$ cat config.mk
export PLATFORM = sky130hd
export DESIGN_NAME = edge_shrinking_moving_average_flat
export DESIGN_NICKNAME = d
export VERILOG_FILES = /design/src/rtl/esma_pkg.sv /design/src/rtl/esma_if.sv /design/src/rtl/esma_ram.sv /design/src/rtl/esma_queue.sv /design/src/rtl/esma_front.sv /design/src/rtl/esma_back.sv /design/src/rtl/edge_shrinking_moving_average.sv /design/src/flat_wrapper.sv
export SDC_FILE = /design/constraint.sdc
export NUM_CORES = 2
export LEC_CHECK = 0
export BUFFER_PORTS_ARGS = -buffer_cell sky130_fd_sc_hd__buf_2
export CAP_MARGIN = 30
export CORE_UTILIZATION = 55
export CTS_BUF_LIST = sky130_fd_sc_hd__clkbuf_8 sky130_fd_sc_hd__clkbuf_16
export DETAILED_ROUTE_END_ITERATION = 16
export PLACE_DENSITY = 0.76
export SYNTH_ARGS = -nofsm -noshare
export SYNTH_HDL_FRONTEND = slang
export SYNTH_SLANG_ARGS = --single-unit
$ cat constraint.sdc
create_clock -name i_clk -period 4.76 [get_ports i_clk]
set_input_delay 0.238 -clock i_clk [delete_from_list [all_inputs] [get_ports i_clk]]
set_output_delay 0.238 -clock i_clk [all_outputs]
set_load 0.05 [all_outputs]
$ cat src/rtl/esma_pkg.sv
// Shared types and constants for the edge-shrinking moving average.
// Used by all but esma_ram and esma_queue; no dependencies.
`default_nettype none

package esma_pkg;

    localparam int HALF_MAX_DEF   = 16;
    localparam int RING_DEPTH_DEF = 64;

    localparam int YEAR_W   = 14;
    localparam int MONTH_W  = 4;
    localparam int SAMPLE_W = 20;
    localparam int WLEN_W   = 6;
    localparam int DATE_W   = YEAR_W + MONTH_W;
    localparam int ENTRY_W  = DATE_W + SAMPLE_W;
    localparam int CNT_W    = 16;
    localparam int SUM_W    = 26;
    localparam int STEP_W   = $clog2(SUM_W + 1);

    // job fields sized for the largest legal ring and half width
    localparam int JOB_AW = 8;
    localparam int JOB_HW = 5;
    localparam int JOB_CW = 6;

    localparam int QUEUE_DEPTH = 4;

    typedef struct packed {
        logic              err;
        logic              fin;
        logic [JOB_AW-1:0] start;
        logic [JOB_HW-1:0] left;
        logic [JOB_CW-1:0] cnt;
    } t_job;

endpackage

`default_nettype wire

$ cat src/rtl/esma_if.sv
// Valid/ready channel interfaces for the record input and the result output.
// Depends on esma_pkg for field widths.
`default_nettype none

interface esma_in_if;
    import esma_pkg::*;

    logic                valid;
    logic                ready;
    logic [YEAR_W-1:0]   year;
    logic [MONTH_W-1:0]  month;
    logic [SAMPLE_W-1:0] sample;
    logic                last;

    modport source (output valid, year, month, sample, last, input ready);
    modport sink   (input valid, year, month, sample, last, output ready);
endinterface

interface esma_out_if;
    import esma_pkg::*;

    logic                valid;
    logic                ready;
    logic [YEAR_W-1:0]   out_year;
    logic [MONTH_W-1:0]  out_month;
    logic [SAMPLE_W-1:0] mean;
    logic                final_res;
    logic                error;

    modport source (output valid, out_year, out_month, mean, final_res, error, input ready);
    modport sink   (input valid, out_year, out_month, mean, final_res, error, output ready);
endinterface

`default_nettype wire

$ cat src/rtl/esma_ram.sv
// Generic single-write, single-read RAM with registered read data.
// No package dependencies.
`default_nettype none

module esma_ram #(
    parameter int W     = 38,
    parameter int DEPTH = 64
) (
    input  logic                     i_clk,
    input  logic                     i_we,
    input  logic [$clog2(DEPTH)-1:0] i_waddr,
    input  logic [W-1:0]             i_wdata,
    input  logic                     i_re,
    input  logic [$clog2(DEPTH)-1:0] i_raddr,
    output logic [W-1:0]             o_rdata
);

    logic [W-1:0] r_mem [DEPTH];
    logic [W-1:0] r_rdata;

    always_ff @(posedge i_clk) begin
        if (i_we) begin
            r_mem[i_waddr] <= i_wdata;
        end
        if (i_re) begin
            r_rdata <= r_mem[i_raddr];
        end
    end

    assign o_rdata = r_rdata;

endmodule

`default_nettype wire

$ cat src/rtl/esma_queue.sv
// Short job queue between the front (classifier) and the back (sum and divide).
// No package dependencies; the job is carried as a flat vector.
`default_nettype none

module esma_queue #(
    parameter int W     = 21,
    parameter int DEPTH = 4
) (
    input  logic         i_clk,
    input  logic         i_rst_n,
    input  logic         i_push,
    input  logic [W-1:0] i_data,
    input  logic         i_pop,
    output logic [W-1:0] o_data,
    output logic         o_empty,
    output logic         o_full
);

    localparam int PTW = (DEPTH > 1) ? $clog2(DEPTH) : 1;
    localparam int CW  = $clog2(DEPTH + 1);

    logic [W-1:0]   r_mem [DEPTH];
    logic [PTW-1:0] r_wp;
    logic [PTW-1:0] r_rp;
    logic [CW-1:0]  r_cnt;

    always_ff @(posedge i_clk) begin
        if (i_push) begin
            r_mem[r_wp] <= i_data;
        end
    end

    always_ff @(posedge i_clk) begin
        if (!i_rst_n) begin
            r_wp  <= '0;
            r_rp  <= '0;
            r_cnt <= '0;
        end else begin
            if (i_push) begin
                r_wp <= (r_wp == PTW'(DEPTH - 1)) ? '0 : r_wp + 1'b1;
            end
            if (i_pop) begin
                r_rp <= (r_rp == PTW'(DEPTH - 1)) ? '0 : r_rp + 1'b1;
            end
            if (i_push && !i_pop) begin
                r_cnt <= r_cnt + 1'b1;
            end else if (i_pop && !i_push) begin
                r_cnt <= r_cnt - 1'b1;
            end
        end
    end

    assign o_data  = r_mem[r_rp];
    assign o_empty = (r_cnt == '0);
    assign o_full  = (r_cnt == CW'(DEPTH));

endmodule

`default_nettype wire

$ cat src/rtl/esma_front.sv
// Front end: accepts records, writes the ring, tracks series counters and
// turns each record into zero, one or (on last) many window jobs. Uses esma_pkg.
`default_nettype none

module esma_front #(
    parameter int HALF_MAX   = esma_pkg::HALF_MAX_DEF,
    parameter int RING_DEPTH = esma_pkg::RING_DEPTH_DEF
) (
    input  logic                          i_clk,
    input  logic                          i_rst_n,
    input  logic                          i_cfg_we,
    input  logic [esma_pkg::WLEN_W-1:0]   i_cfg_wdata,
    esma_in_if.sink                       i_in,
    input  logic                          i_q_empty,
    input  logic                          i_q_full,
    input  logic                          i_back_busy,
    output logic                          o_ram_we,
    output logic [$clog2(RING_DEPTH)-1:0] o_ram_addr,
    output logic [esma_pkg::ENTRY_W-1:0]  o_ram_wdata,
    output logic                          o_push,
    output esma_pkg::t_job                o_job
);
    import esma_pkg::*;

    localparam int AW   = $clog2(RING_DEPTH);
    localparam int HCAP = (HALF_MAX < (RING_DEPTH - 1) / 2) ? HALF_MAX : (RING_DEPTH - 1) / 2;
    localparam int HW   = $clog2(HCAP + 1);
    localparam int PW   = $clog2(HCAP + 2);

    typedef enum logic {F_IDLE, F_FLUSH} t_fstate;

    t_fstate         r_state, n_state;
    logic [AW-1:0]   r_wr, n_wr;
    logic [PW-1:0]   r_pend, n_pend;
    logic [CNT_W-1:0] r_rc, n_rc;
    logic [CNT_W-1:0] r_ec, n_ec;
    logic [WLEN_W-1:0] r_wlen;

    logic            accept;
    logic [HW-1:0]   half;
    logic [AW-1:0]   cur_wr;
    logic [PW-1:0]   cur_pend;
    logic [PW-1:0]   pend_m1;
    logic [CNT_W-1:0] cur_rc;
    logic [CNT_W-1:0] ec_inc;
    logic            short_series;
    logic [AW:0]     pend_ext;
    logic [AW:0]     left_ext;
    logic [AW-1:0]   center;
    logic [AW-1:0]   start;
    logic [HW-1:0]   left;
    logic [HW-1:0]   right;
    t_job            job_calc;

    assign i_in.ready = (r_state == F_IDLE) && i_q_empty && !i_back_busy;
    assign accept     = i_in.valid && i_in.ready;

    assign o_ram_we    = accept;
    assign o_ram_addr  = r_wr;
    assign o_ram_wdata = {i_in.year, i_in.month, i_in.sample};

    assign half = ((r_wlen >> 1) > WLEN_W'(HCAP)) ? HW'(HCAP) : HW'(r_wlen >> 1);

    // in idle the record being accepted counts already
    assign cur_wr = (r_state == F_IDLE)
                  ? ((r_wr == AW'(RING_DEPTH - 1)) ? '0 : r_wr + 1'b1)
                  : r_wr;
    assign cur_pend = (r_state == F_IDLE) ? r_pend + 1'b1 : r_pend;
    assign pend_m1  = cur_pend - 1'b1;
    assign cur_rc   = (r_rc == '1) ? r_rc : r_rc + 1'b1;
    assign ec_inc   = (r_ec == '1) ? r_ec : r_ec + 1'b1;
    assign short_series = (cur_rc < {{(CNT_W - WLEN_W){1'b0}}, r_wlen});

    always_comb begin
        pend_ext = (AW + 1)'(cur_pend);
        if ({1'b0, cur_wr} >= pend_ext) begin
            center = AW'({1'b0, cur_wr} - pend_ext);
        end else begin
            center = AW'({1'b0, cur_wr} + (AW + 1)'(RING_DEPTH) - pend_ext);
        end
        left  = (r_ec < CNT_W'(half)) ? HW'(r_ec) : half;
        right = (pend_m1 < PW'(half)) ? HW'(pend_m1) : half;
        left_ext = (AW + 1)'(left);
        if ({1'b0, center} >= left_ext) begin
            start = AW'({1'b0, center} - left_ext);
        end else begin
            start = AW'({1'b0, center} + (AW + 1)'(RING_DEPTH) - left_ext);
        end
        job_calc.err   = 1'b0;
        job_calc.fin   = (r_state == F_FLUSH) && (cur_pend == PW'(1));
        job_calc.start = JOB_AW'(start);
        job_calc.left  = JOB_HW'(left);
        job_calc.cnt   = JOB_CW'(left) + JOB_CW'(right) + JOB_CW'(1);
    end

    always_comb begin
        n_state = r_state;
        n_wr    = r_wr;
        n_pend  = r_pend;
        n_rc    = r_rc;
        n_ec    = r_ec;
        o_push  = 1'b0;
        o_job   = '0;
        case (r_state)
            F_IDLE: begin
                if (accept) begin
                    n_wr   = cur_wr;
                    n_rc   = cur_rc;
                    n_pend = cur_pend;
                    if (i_in.last) begin
                        if (short_series) begin
                            // drop pending results, report a short series
                            o_push    = 1'b1;
                            o_job.err = 1'b1;
                            n_wr      = '0;
                            n_pend    = '0;
                            n_rc      = '0;
                            n_ec      = '0;
                        end else begin
                            n_state = F_FLUSH;
                        end
                    end else if (cur_pend > PW'(half)) begin
                        o_push = 1'b1;
                        o_job  = job_calc;
                        n_pend = pend_m1;
                        n_ec   = ec_inc;
                    end
                end
            end
            F_FLUSH: begin
                if (!i_q_full) begin
                    o_push = 1'b1;
                    o_job  = job_calc;
                    if (cur_pend == PW'(1)) begin
                        n_state = F_IDLE;
                        n_wr    = '0;
                        n_pend  = '0;
                        n_rc    = '0;
                        n_ec    = '0;
                    end else begin
                        n_pend = pend_m1;
                        n_ec   = ec_inc;
                    end
                end
            end
            default: begin
                n_state = F_IDLE;
            end
        endcase
    end

    always_ff @(posedge i_clk) begin
        if (!i_rst_n) begin
            r_state <= F_IDLE;
            r_wr    <= '0;
            r_pend  <= '0;
            r_rc    <= '0;
            r_ec    <= '0;
            r_wlen  <= WLEN_W'(1);
        end else begin
            r_state <= n_state;
            r_wr    <= n_wr;
            r_pend  <= n_pend;
            r_rc    <= n_rc;
            r_ec    <= n_ec;
            if (i_cfg_we) begin
                r_wlen <= i_cfg_wdata;
            end
        end
    end

endmodule

`default_nettype wire

$ cat src/rtl/esma_back.sv
// Back end: pops window jobs, sums the window from the ring one entry a cycle,
// divides by the window count with a bit-serial divider, holds the result.
// Error jobs skip the ring and divider. Uses esma_pkg.
`default_nettype none

module esma_back #(
    parameter int RING_DEPTH = esma_pkg::RING_DEPTH_DEF
) (
    input  logic                          i_clk,
    input  logic                          i_rst_n,
    input  esma_pkg::t_job                i_job,
    input  logic                          i_q_empty,
    output logic                          o_pop,
    output logic                          o_ram_re,
    output logic [$clog2(RING_DEPTH)-1:0] o_ram_raddr,
    input  logic [esma_pkg::ENTRY_W-1:0]  i_ram_rdata,
    output logic                          o_busy,
    esma_out_if.source                    o_out
);
    import esma_pkg::*;

    localparam int AW = $clog2(RING_DEPTH);

    typedef enum logic [1:0] {B_IDLE, B_READ, B_DIV, B_DONE} t_bstate;

    t_bstate           r_state;
    logic [AW-1:0]     r_addr;
    logic [JOB_CW-1:0] r_issue;
    logic [JOB_CW-1:0] r_rcv;
    logic              r_rv;
    logic [JOB_HW-1:0] r_left;
    logic [JOB_CW-1:0] r_cnt;
    logic              r_fin;
    logic              r_err;
    logic [SUM_W-1:0]  r_sum;
    logic [DATE_W-1:0] r_date;
    logic [JOB_CW-1:0] r_rem;
    logic [STEP_W-1:0] r_step;

    logic                r_out_vld;
    logic [YEAR_W-1:0]   r_out_year;
    logic [MONTH_W-1:0]  r_out_month;
    logic [SAMPLE_W-1:0] r_out_mean;
    logic                r_out_fin;
    logic                r_out_err;

    logic              issue;
    logic [JOB_CW:0]   rem_sh;
    logic              ge;
    logic              out_free;

    assign o_pop       = (r_state == B_IDLE) && !i_q_empty;
    assign issue       = (r_state == B_READ) && (r_issue != '0);
    assign o_ram_re    = issue;
    assign o_ram_raddr = r_addr;
    assign o_busy      = (r_state == B_READ);

    assign rem_sh   = {r_rem, r_sum[SUM_W-1]};
    assign ge       = (rem_sh >= {1'b0, r_cnt});
    assign out_free = !r_out_vld || o_out.ready;

    always_ff @(posedge i_clk) begin
        if (!i_rst_n) begin
            r_state   <= B_IDLE;
            r_rv      <= 1'b0;
            r_out_vld <= 1'b0;
        end else begin
            r_rv <= issue;
            // in B_DONE the output register is reloaded below instead
            if (r_out_vld && o_out.ready && (r_state != B_DONE)) begin
                r_out_vld <= 1'b0;
            end
            case (r_state)
                B_IDLE: begin
                    if (!i_q_empty) begin
                        r_left  <= i_job.left;
                        r_cnt   <= i_job.cnt;
                        r_fin   <= i_job.fin;
                        r_err   <= i_job.err;
                        r_addr  <= i_job.start[AW-1:0];
                        r_issue <= i_job.cnt;
                        r_rcv   <= '0;
                        r_sum   <= '0;
                        r_date  <= '0;
                        r_state <= i_job.err ? B_DONE : B_READ;
                    end
                end
                B_READ: begin
                    if (issue) begin
                        r_addr  <= (r_addr == AW'(RING_DEPTH - 1)) ? '0 : r_addr + 1'b1;
                        r_issue <= r_issue - 1'b1;
                    end
                    if (r_rv) begin
                        r_sum <= r_sum + SUM_W'(i_ram_rdata[SAMPLE_W-1:0]);
                        // the center entry carries the date
                        if (r_rcv == JOB_CW'(r_left)) begin
                            r_date <= i_ram_rdata[ENTRY_W-1:SAMPLE_W];
                        end
                        r_rcv <= r_rcv + 1'b1;
                        if (r_rcv + 1'b1 == r_cnt) begin
                            r_rem   <= '0;
                            r_step  <= STEP_W'(SUM_W);
                            r_state <= B_DIV;
                        end
                    end
                end
                B_DIV: begin
                    // restoring division, one quotient bit a cycle
                    r_rem  <= ge ? JOB_CW'(rem_sh - {1'b0, r_cnt}) : JOB_CW'(rem_sh);
                    r_sum  <= {r_sum[SUM_W-2:0], ge};
                    r_step <= r_step - 1'b1;
                    if (r_step == STEP_W'(1)) begin
                        r_state <= B_DONE;
                    end
                end
                B_DONE: begin
                    if (out_free) begin
                        r_out_vld   <= 1'b1;
                        r_out_year  <= r_date[DATE_W-1:MONTH_W];
                        r_out_month <= r_date[MONTH_W-1:0];
                        r_out_mean  <= r_sum[SAMPLE_W-1:0];
                        r_out_fin   <= r_fin;
                        r_out_err   <= r_err;
                        r_state     <= B_IDLE;
                    end
                end
                default: begin
                    r_state <= B_IDLE;
                end
            endcase
        end
    end

    assign o_out.valid     = r_out_vld;
    assign o_out.out_year  = r_out_year;
    assign o_out.out_month = r_out_month;
    assign o_out.mean      = r_out_mean;
    assign o_out.final_res = r_out_fin;
    assign o_out.error     = r_out_err;

endmodule

`default_nettype wire

$ cat src/rtl/edge_shrinking_moving_average.sv
// Top level of the edge-shrinking centered moving average.
// Depends on esma_pkg, esma_if, esma_ram, esma_queue, esma_front, esma_back.
//
//   Port          Dir   Handshake     Carries
//   i_in          in    valid/ready   year, month, sample, last
//   o_out         out   valid/ready   out_year, out_month, mean, final_res, error
//   i_cfg_*       in    write enable  window_length
//
// A record other than the last that yields no result does not stall the input.
// A result takes a job pop, one ring read per sample in the window
// (cnt = samples in the window), a bit-serial division and an output load;
// the single ring read port and the bit-serial divider set its cost.
// Input stalls while the back end reads the ring, while jobs are queued or
// while the front flushes after the last record. The last record releases
// up to h + 1 results. Reset is synchronous; no clearing pass.
`default_nettype none

module edge_shrinking_moving_average #(
    parameter int HALF_MAX   = esma_pkg::HALF_MAX_DEF,
    parameter int RING_DEPTH = esma_pkg::RING_DEPTH_DEF
) (
    input  logic                        i_clk,
    input  logic                        i_rst_n,
    input  logic                        i_cfg_we,
    input  logic [esma_pkg::WLEN_W-1:0] i_cfg_wdata,
    esma_in_if.sink                     i_in,
    esma_out_if.source                  o_out
);
    import esma_pkg::*;

    localparam int AW = $clog2(RING_DEPTH);

    logic               ram_we;
    logic [AW-1:0]      ram_waddr;
    logic [ENTRY_W-1:0] ram_wdata;
    logic               ram_re;
    logic [AW-1:0]      ram_raddr;
    logic [ENTRY_W-1:0] ram_rdata;
    logic               q_push;
    logic               q_pop;
    logic               q_empty;
    logic               q_full;
    logic               back_busy;
    t_job               push_job;
    t_job               head_job;

    esma_ram #(
        .W     (ENTRY_W),
        .DEPTH (RING_DEPTH)
    ) u_ring (
        .i_clk   (i_clk),
        .i_we    (ram_we),
        .i_waddr (ram_waddr),
        .i_wdata (ram_wdata),
        .i_re    (ram_re),
        .i_raddr (ram_raddr),
        .o_rdata (ram_rdata)
    );

    esma_front #(
        .HALF_MAX   (HALF_MAX),
        .RING_DEPTH (RING_DEPTH)
    ) u_front (
        .i_clk       (i_clk),
        .i_rst_n     (i_rst_n),
        .i_cfg_we    (i_cfg_we),
        .i_cfg_wdata (i_cfg_wdata),
        .i_in        (i_in),
        .i_q_empty   (q_empty),
        .i_q_full    (q_full),
        .i_back_busy (back_busy),
        .o_ram_we    (ram_we),
        .o_ram_addr  (ram_waddr),
        .o_ram_wdata (ram_wdata),
        .o_push      (q_push),
        .o_job       (push_job)
    );

    esma_queue #(
        .W     ($bits(t_job)),
        .DEPTH (QUEUE_DEPTH)
    ) u_queue (
        .i_clk   (i_clk),
        .i_rst_n (i_rst_n),
        .i_push  (q_push),
        .i_data  (push_job),
        .i_pop   (q_pop),
        .o_data  (head_job),
        .o_empty (q_empty),
        .o_full  (q_full)
    );

    esma_back #(
        .RING_DEPTH (RING_DEPTH)
    ) u_back (
        .i_clk       (i_clk),
        .i_rst_n     (i_rst_n),
        .i_job       (head_job),
        .i_q_empty   (q_empty),
        .o_pop       (q_pop),
        .o_ram_re    (ram_re),
        .o_ram_raddr (ram_raddr),
        .i_ram_rdata (ram_rdata),
        .o_busy      (back_busy),
        .o_out       (o_out)
    );

endmodule

`default_nettype wire

$ cat src/flat_wrapper.sv
// flat-port wrapper written by rule: the top's interface ports become plain ports
module edge_shrinking_moving_average_flat import esma_pkg::*;
#(
    parameter int HALF_MAX   = esma_pkg::HALF_MAX_DEF,
    parameter int RING_DEPTH = esma_pkg::RING_DEPTH_DEF
)
  (i_clk, i_rst_n, i_cfg_we, i_cfg_wdata, i_in_valid, i_in_year, i_in_month, i_in_sample, i_in_last, i_in_ready, o_out_valid, o_out_out_year, o_out_out_month, o_out_mean, o_out_final_res, o_out_error, o_out_ready);
  esma_in_if i_in_i ();
  esma_out_if o_out_i ();
  input  logic i_clk;
  input  logic i_rst_n;
  input  logic i_cfg_we;
  input  logic [esma_pkg::WLEN_W-1:0] i_cfg_wdata;
  input wire logic [$bits(i_in_i.valid)-1:0] i_in_valid;
  input wire logic [$bits(i_in_i.year)-1:0] i_in_year;
  input wire logic [$bits(i_in_i.month)-1:0] i_in_month;
  input wire logic [$bits(i_in_i.sample)-1:0] i_in_sample;
  input wire logic [$bits(i_in_i.last)-1:0] i_in_last;
  output wire logic [$bits(i_in_i.ready)-1:0] i_in_ready;
  output wire logic [$bits(o_out_i.valid)-1:0] o_out_valid;
  output wire logic [$bits(o_out_i.out_year)-1:0] o_out_out_year;
  output wire logic [$bits(o_out_i.out_month)-1:0] o_out_out_month;
  output wire logic [$bits(o_out_i.mean)-1:0] o_out_mean;
  output wire logic [$bits(o_out_i.final_res)-1:0] o_out_final_res;
  output wire logic [$bits(o_out_i.error)-1:0] o_out_error;
  input wire logic [$bits(o_out_i.ready)-1:0] o_out_ready;
  assign i_in_i.valid = i_in_valid;
  assign i_in_i.year = i_in_year;
  assign i_in_i.month = i_in_month;
  assign i_in_i.sample = i_in_sample;
  assign i_in_i.last = i_in_last;
  assign i_in_ready = i_in_i.ready;
  assign o_out_valid = o_out_i.valid;
  assign o_out_out_year = o_out_i.out_year;
  assign o_out_out_month = o_out_i.out_month;
  assign o_out_mean = o_out_i.mean;
  assign o_out_final_res = o_out_i.final_res;
  assign o_out_error = o_out_i.error;
  assign o_out_i.ready = o_out_ready;
  edge_shrinking_moving_average #(.HALF_MAX(HALF_MAX), .RING_DEPTH(RING_DEPTH)) u_core (.i_clk(i_clk), .i_rst_n(i_rst_n), .i_cfg_we(i_cfg_we), .i_cfg_wdata(i_cfg_wdata), .i_in(i_in_i), .o_out(o_out_i));
endmodule
After elaboration in Yosys (flattened, before gate mapping). Memories as Yosys holds them, arrays and structs flattened. A register that Yosys moved wholly into a read port is not among the register bits. Cells that the tools add are included. W data, S select, Z words.

Bits in registers: 187. RAM bits: 2516. Bits of input ports: 50. Output and inout port bits: 42. Logic and storage cells: 222. Memories: 2.

Add/sub/neg operators: 23. $lt $le $gt $ge: 8. Equality and inequality tests: 27. Multiplexer cells: 98. Bitwise logic cells: 2. Reduce and logical (&&, ||, !) cells: 34.

Memories: u_core.u_ring.r_mem (words 64, width 38, read ports 1, clocked after Yosys merged registers in 1, wr ports 1, line esma_ram.sv:18) `logic [W-1:0] r_mem [DEPTH];`; u_core.u_queue.r_mem (words 4, width 21, read ports 1, clocked after Yosys merged registers in 1, wr ports 1, line esma_queue.sv:22) `logic [W-1:0] r_mem [DEPTH];`.

Operator list (number): $mux W16 (13); $mux W6 (19); $pmux W26 S3 (1); $pmux W16 S2 (2); $mux W20 (3); $mux W5 (12); $pmux W6 S2 (5); $mux W18 (3); $mux W26 (2); $pmux W21 S2 (1); $add A6 B1 Y6 const B (6); $pmux W18 S2 (1); $add A16 B1 Y16 const B (2); $eq A16 B16 Y1 const B (2); $add A26 B20 Y26 (1); $sub A6 B5 Y6 (4); $mux W21 (1); $mux W2 (10); $pmux W5 S2 (2); $reduce_and A4 Y1 (5); $mux W1 (18); $lt A16 B5 Y1 (1); $lt A16 B6 Y1 (1); $ne A2 B2 Y1 const B (8); 38 further kinds (69).

Longest topological paths before layout.
Word-level depth: 13. Mapped depth: 20. Depth with buffers taken out: 19.

Modules after synthesis. Synthesis repeated with hierarchy kept, for this count alone.

Cell total of the unflattened synthesis: 5338. Area total of the unflattened synthesis: 108387.7 um2.

Modules (own cells, without submodules): esma_ram (times used 1, cells each 3993, area each 93435.9 um2, sequential area each 74171.1 um2); esma_back (times used 1, cells each 581, area each 6855.3 um2, sequential area each 3863.7 um2); esma_front (times used 1, cells each 611, area each 4606.9 um2, sequential area each 1001.0 um2); esma_queue (times used 1, cells each 153, area each 3489.6 um2, sequential area each 2702.6 um2).

Worst setup path before layout. No wires, ideal clock.

Kind: reg-to-reg. From: register u_core.u_queue.r_cnt[0]. To: memory u_core.u_ring.r_mem[10][0] (enable). Setup time: 433 ps. Arrival: 4157 ps. Data required time: 4327 ps. Setup slack: 169 ps. Stages on the path, launching flop included: 7. Path buffers: 1. Period minus slack after synthesis: 4591 ps. Cells stage by stage: dfxtp_1 or3_1 nor3_2 nand2_1 or4b_2 clkbuf_1 nor2_1.

Cells in the longest elaborated chain, start to end: 6.

RTL lines: start, declared (line esma_queue.sv:25) `logic [CW-1:0] r_cnt;`; start signal, assigned (line esma_queue.sv:46) `r_cnt <= r_cnt + 1'b1;`; start signal, assigned (line esma_queue.sv:48) `r_cnt <= r_cnt - 1'b1;`; $logic_not A3 Y1 (line esma_queue.sv:54) `assign o_empty = (r_cnt == '0);`; $logic_and A1 B1 Y1 (2 in series) (line esma_front.sv:55) `assign i_in.ready = (r_state == F_IDLE) && i_q_empty && !i_back_busy;`; named net i_in_ready (line flat_wrapper.sv:19) `output wire logic [$bits(i_in_i.ready)-1:0] i_in_ready;`; $logic_and A1 B1 Y1 (line esma_front.sv:56) `assign accept = i_in.valid && i_in.ready;`; $mux W1 (line esma_ram.sv:22) `if (i_we) begin`; $mux W1 (not written as such) (line esma_ram.sv:23) `r_mem[i_waddr] <= i_wdata;`; end, declared (line esma_ram.sv:18).

The timed path passes the listed nets, and every way through them passes these cells.

Final worst setup path.
From: register u_core.u_front.r_rc[0]. To: register u_core.u_queue.r_cnt[2].

Cells in the longest elaborated chain, start to end: 10. Elaborated cells on any way between the ends: 13. Classes of those cells: add/sub: 1; order compare: 1; eq/ne: 1; mux: 6; reduce/logical: 4.

RTL lines: start, declared (line esma_front.sv:35) `logic [CNT_W-1:0] r_rc, n_rc;`; start signal, assigned (line esma_front.sv:164) `r_rc <= n_rc;`; $add A16 B1 Y16 / $eq A16 B16 Y1 (equally long branches) (line esma_front.sv:70) `assign cur_rc = (r_rc == '1) ? r_rc : r_rc + 1'b1;`; $mux W16 * (line esma_front.sv:70); $lt A16 B6 Y1 * (line esma_front.sv:72) `assign short_series = (cur_rc < {{(CNT_W - WLEN_W){1'b0}}, r_wlen});`; $mux W1 * (line esma_front.sv:111) `if (short_series) begin`; $mux W1 * (line esma_front.sv:110) `if (i_in.last) begin`; $mux W1 * (line esma_front.sv:106) `if (accept) begin`; $pmux W1 S2 * (line esma_front.sv:104) `case (r_state)`; $logic_not A1 Y1 (line esma_queue.sv:47) `end else if (i_pop && !i_push) begin`; $logic_and A1 B1 Y1 (line esma_queue.sv:47); $reduce_bool A2 Y1 (no source line).

Mark *: on every way between the ends. The rest lies on a longest branch, timed or not. A chain may end at the register's enable or synchronous reset.

==> results.sh <==
export IMPL_die_x_um=445
export IMPL_multi_input_area_um2=25400
export IMPL_clock_skew_ns=0.0491
export IMPL_io_pins=92
export IMPL_crit_chain="ha_1, nand4_1, or4b_4, mux2_2, ha_1, a21o_1, a21oi_1, o21ai_0, nor4_4, a41oi_4, inv_2, ha_1, inv_1, fa_1, xor2_1, or3_1, a21oi_1"
export IMPL_drive_gt1_share_pct=22.4
export IMPL_drtAntennaViolNets=0
export IMPL_pre_cts_ws_ns=0.229
export IMPL_tightest_slew_ns=1.08
export IMPL_yosys_warnings=0
export IMPL_cts_tree="yes"
export IMPL_min_path_type="primary input to flop"
export IMPL_p_switching_mw=19.7
export IMPL_grt_max_degree=80
export IMPL_outcome="complete, no violations"
export IMPL_clk_path_buf_depth=4
export IMPL_cp_required_ns=5.58
export IMPL_port_buffers=91
export IMPL_critPathMaxFanout=9
export IMPL_final_instance_count_excl_fill=8586
export IMPL_wl_per_cell_um=33.4
export IMPL_r2r_slack_ns=0.30
export IMPL_hold_viol_final=0
export IMPL_drtPass1Iterations=5
export IMPL_synth_most_common_cell="edfxtp_1"
export IMPL_clock_sinks=2735
export IMPL_worstPathArrival_ns=5.28
export IMPL_rr_startpoint="u_core.u_front.r_rc[0]"
export IMPL_avgSynthCellArea_um2=19.9
export IMPL_postCtsSetupRepairBufs=0
export IMPL_pwr_share_seq_pct=42.6
export IMPL_cts_root_buf="clkbuf_16"
export IMPL_cp_start_kind="flop"
export IMPL_cpPeakStageDelay_ns=0.60
export IMPL_synth_async_sr_flop_share_pct=0
export IMPL_h_tree_depth=5
export IMPL_rsz0062_at_grt="false"
export IMPL_post_synth_num_cell_types=77
export IMPL_via_count=58500
export IMPL_dpl_hpwl_um=158000
export IMPL_setup_viol=0
export IMPL_die_h_um=445
export IMPL_crit_path_frequent_cell="ha_1"
export IMPL_ir_drop_uv=502
export IMPL_core_area_um2=195000
export IMPL_internal_power_mw=46.5
export IMPL_power_leakage_nw=39.6
export IMPL_yosys_area_top_type_share_pct=74.4
export IMPL_cts_buffers_inserted=278
export IMPL_n_fill_cell=12600
export IMPL_drv_slew=0
export IMPL_clk_pin_slew_ns=0.06
export IMPL_power_density_nw_per_um2=541
export IMPL_worstSetupEndpointType="flop"
export IMPL_dp_cells=8065
export IMPL_drc=0
export IMPL_netlist_instances=5422
export IMPL_die_area_um2=198000
export IMPL_crit_start="u_core.u_front.r_rc[0]"
export IMPL_p_clk_share_pct=30.8
export IMPL_initial_utilization_pct=55.3
export IMPL_finalNetCount=5916
export IMPL_period_needed_ns=4.46
export IMPL_ys_top_cells_by_area="edfxtp_1 74%, mux4_2 11%, mux2i_1 2.9%, dfxtp_1 1.2%, o221ai_1 1.2%"
export IMPL_syn_cell_area_um2=108000
export IMPL_grt_overflow=0
export IMPL_tns_ns=0
export IMPL_maxCapViolCount=0
export IMPL_worstSetupPathType="flop to flop"
export IMPL_p_sw_share_pct=29.7
export IMPL_synth_edff_count=2672
export IMPL_setup_ws_ns=0.301
export IMPL_reg2reg_to="u_core.u_queue.r_cnt[2]"
export IMPL_whs_ns=0.0431
export IMPL_clock_fmax_ghz=0.224
export IMPL_grt_pass1_vias=57100
export IMPL_syn_num_nets=5559
export IMPL_area_growth_pct=13.6
export IMPL_rows=162
export IMPL_worst_path_max_delay_cell="or4b_4"
export IMPL_first_iter_violations=8888
export IMPL_avgViaCountPerCell=6.81
export IMPL_track_usage_pct=28.9
export IMPL_finalCritPeriodShare_pct=93.7
export IMPL_seq_area_frac_synth_pct=75.6
export IMPL_insertion_delay_ns=0.92
export IMPL_drt_total_wl_um=286000
export IMPL_synth_top_cell_by_area="edfxtp_1"
export IMPL_synth_top_cells_by_count="2672 x edfxtp_1, 542 x mux4_2, 312 x mux2i_1"
export IMPL_crit_path_end="u_core.u_queue.r_cnt[2]"
export IMPL_grt_pass1_wl_um=406000
export IMPL_yosys_most_used_dff="edfxtp_1"
export IMPL_combPwrFrac_pct=26.5
export IMPL_routabilityCongestion=0.838
export IMPL_seqCellArea_um2=81500
export IMPL_worstRegToRegCells=17
export IMPL_max_slew_margin_pct=28.1
export IMPL_antenna_found_initial=20
export IMPL_fin_total_pwr_mw=66.3
export IMPL_synth_seq_cells=2735
[state kept, by name, indices dropped and copies added, names as in the netlist, 2 cells and up, named ones only]
signal and flops:
u_core.u_back.r_cnt 6, u_core.u_back.r_state 2, u_core.u_back.r_left 5, u_core.u_back.r_step 5, u_core.u_back.o_ram_raddr 6, u_core.u_back.r_rem 6
u_core.u_back.o_out.mean 20, u_core.u_front.r_ec 16, u_core.u_back.o_out.out_year 14, u_core.u_queue.r_rp 2, u_core.u_queue.r_cnt 3, u_core.u_front.r_rc 16
u_core.u_back.r_issue 6, u_core.u_front.r_wlen 6, u_core.u_ring.o_rdata 38, u_core.u_back.r_rcv 6, u_core.u_back.r_date 18, u_core.u_queue.r_mem 76
u_core.u_front.o_ram_addr 6, u_core.u_back.o_out.out_month 4, u_core.u_ring.r_mem 2432, u_core.u_front.r_pend 5, u_core.u_queue.r_wp 2, u_core.u_back.r_sum 26
[repair_timing]
action                     in CTS  in global routing
gates resized for setup         0                  1
hold endpoints to repair      164               1088
hold buffers                   21                 17
setup endpoints to repair       0                  1
[logic make-up after synthesis]
logic type | count (synthesis) | share of synthesized area, %
XOR/XNOR | 75 | 0.609
buffers and inverters | 348 | 1.36
multiplexers | 866 | 14.3
AO/OA/AOI/OAI | 738 | 4.49
adder cells (fa/ha/maj) | 88 | 1.05
AND/OR/NAND/NOR | 572 | 2.53
flip-flops | 2735 | 75.6
[per-stage QoR]
step | instance area, um^2 | util (%)
6_report | 122000 | 62.9
5_1_grt | 122000 | 62.9
4_1_cts | 122000 | 62.6
3_5_place_dp | 113000 | 58.2
3_3_place_gp | 113000 | 58.1
2_1_floorplan | 108000 | -
[power groups by stage]
stage          registers [mW]  logic (mW)  clock network, mW
6_report                 28.2        17.6               20.4
5_1_grt                  28.3        18.6               21.4
4_1_cts                  28.2        17.4               20.5
3_5_place_dp             28.7        17.2                  0
3_3_place_gp             28.7        16.8                  0
2_1_floorplan            28.3        11.8                  0
[layout by cell type, fill, tap and decap left out, types with 11 or more instances in the layout]
| cell type | instances |
|---|---|
| ha_1 | 81 |
| and3_1 | 16 |
| nand4_1 | 17 |
| nor3_1 | 24 |
| nor2_1 | 110 |
| a21o_1 | 16 |
| o221ai_1 | 142 |
| inv_1 | 108 |
| xor2_1 | 31 |
| buf_4 | 149 |
| nor2b_1 | 22 |
| dfxtp_1 | 63 |
| buf_2 | 91 |
| o211ai_1 | 11 |
| bufinv_16 | 18 |
| o22ai_1 | 108 |
| and2_1 | 35 |
| nand3_1 | 42 |
| a22oi_1 | 17 |
| clkbuf_16 | 283 |
| dlygate4sd3_1 | 38 |
| a21oi_1 | 175 |
| nor2_4 | 65 |
| mux2i_1 | 312 |
| a31oi_1 | 22 |
| o21ai_0 | 155 |
| clkinv_1 | 61 |
| nand2_1 | 165 |
| edfxtp_1 | 2672 |
| mux4_2 | 542 |
| or2_2 | 14 |
| xnor2_1 | 44 |
| buf_12 | 85 |
| a211oi_1 | 36 |
| mux2_2 | 12 |
| clkinv_2 | 30 |
[per-layer routing]
metal / global-route usage [%] / wire [um] / up-vias
li1: - / - / 23200
met1: 39.5 / 103000 / 30000
met2: 44.9 / 134000 / 4475
met3: 7.30 / 36700 / 786
met4: 11.3 / 12700 / 10
met5: 0 / 75 / -
[final cells by class]
class / instances / area share [%]
diodes: 3 / 0.00613
clock buffers: 283 / 5.78
clock inverters: 177 / 1.02
inverters: 56 / 0.174
multi-input cells: 2339 / 20.7
flip-flops and latches: 2735 / 66.5
well taps: 2624 / 2.68
repair buffers: 369 / 3.11
[critical path: cells and delay by family (launching register included)]
kind	cells	cell delay (ns)
AND/OR/NAND/NOR	4	1.37
adder cells (fa/ha/maj)	4	1.10
AO/OA/AOI/OAI	5	0.83
flip-flops	1	0.40
multiplexers	1	0.32
buffers and inverters	2	0.19
XOR/XNOR	1	0.15
[worst min path at each step]
stage,from,to,slack [ns],depth (start not counted)
2_1_floorplan,i_in_sample[0],u_core.u_ring.r_mem[0][0],0.34,0
3_3_place_gp,u_core.u_back.r_date[9],u_core.u_back.o_out.out_year[5],0.41,0
3_5_place_dp,u_core.u_back.r_date[6],u_core.u_back.o_out.out_year[2],0.40,0
4_1_cts,i_in_sample[19],u_core.u_ring.r_mem[18][19],0.0005,1
5_1_grt,i_in_year[5],u_core.u_ring.r_mem[40][29],0.06,1
6_report,i_in_sample[14],u_core.u_ring.r_mem[3][14],0.04,1
Power figures use the tool's default switching activity.
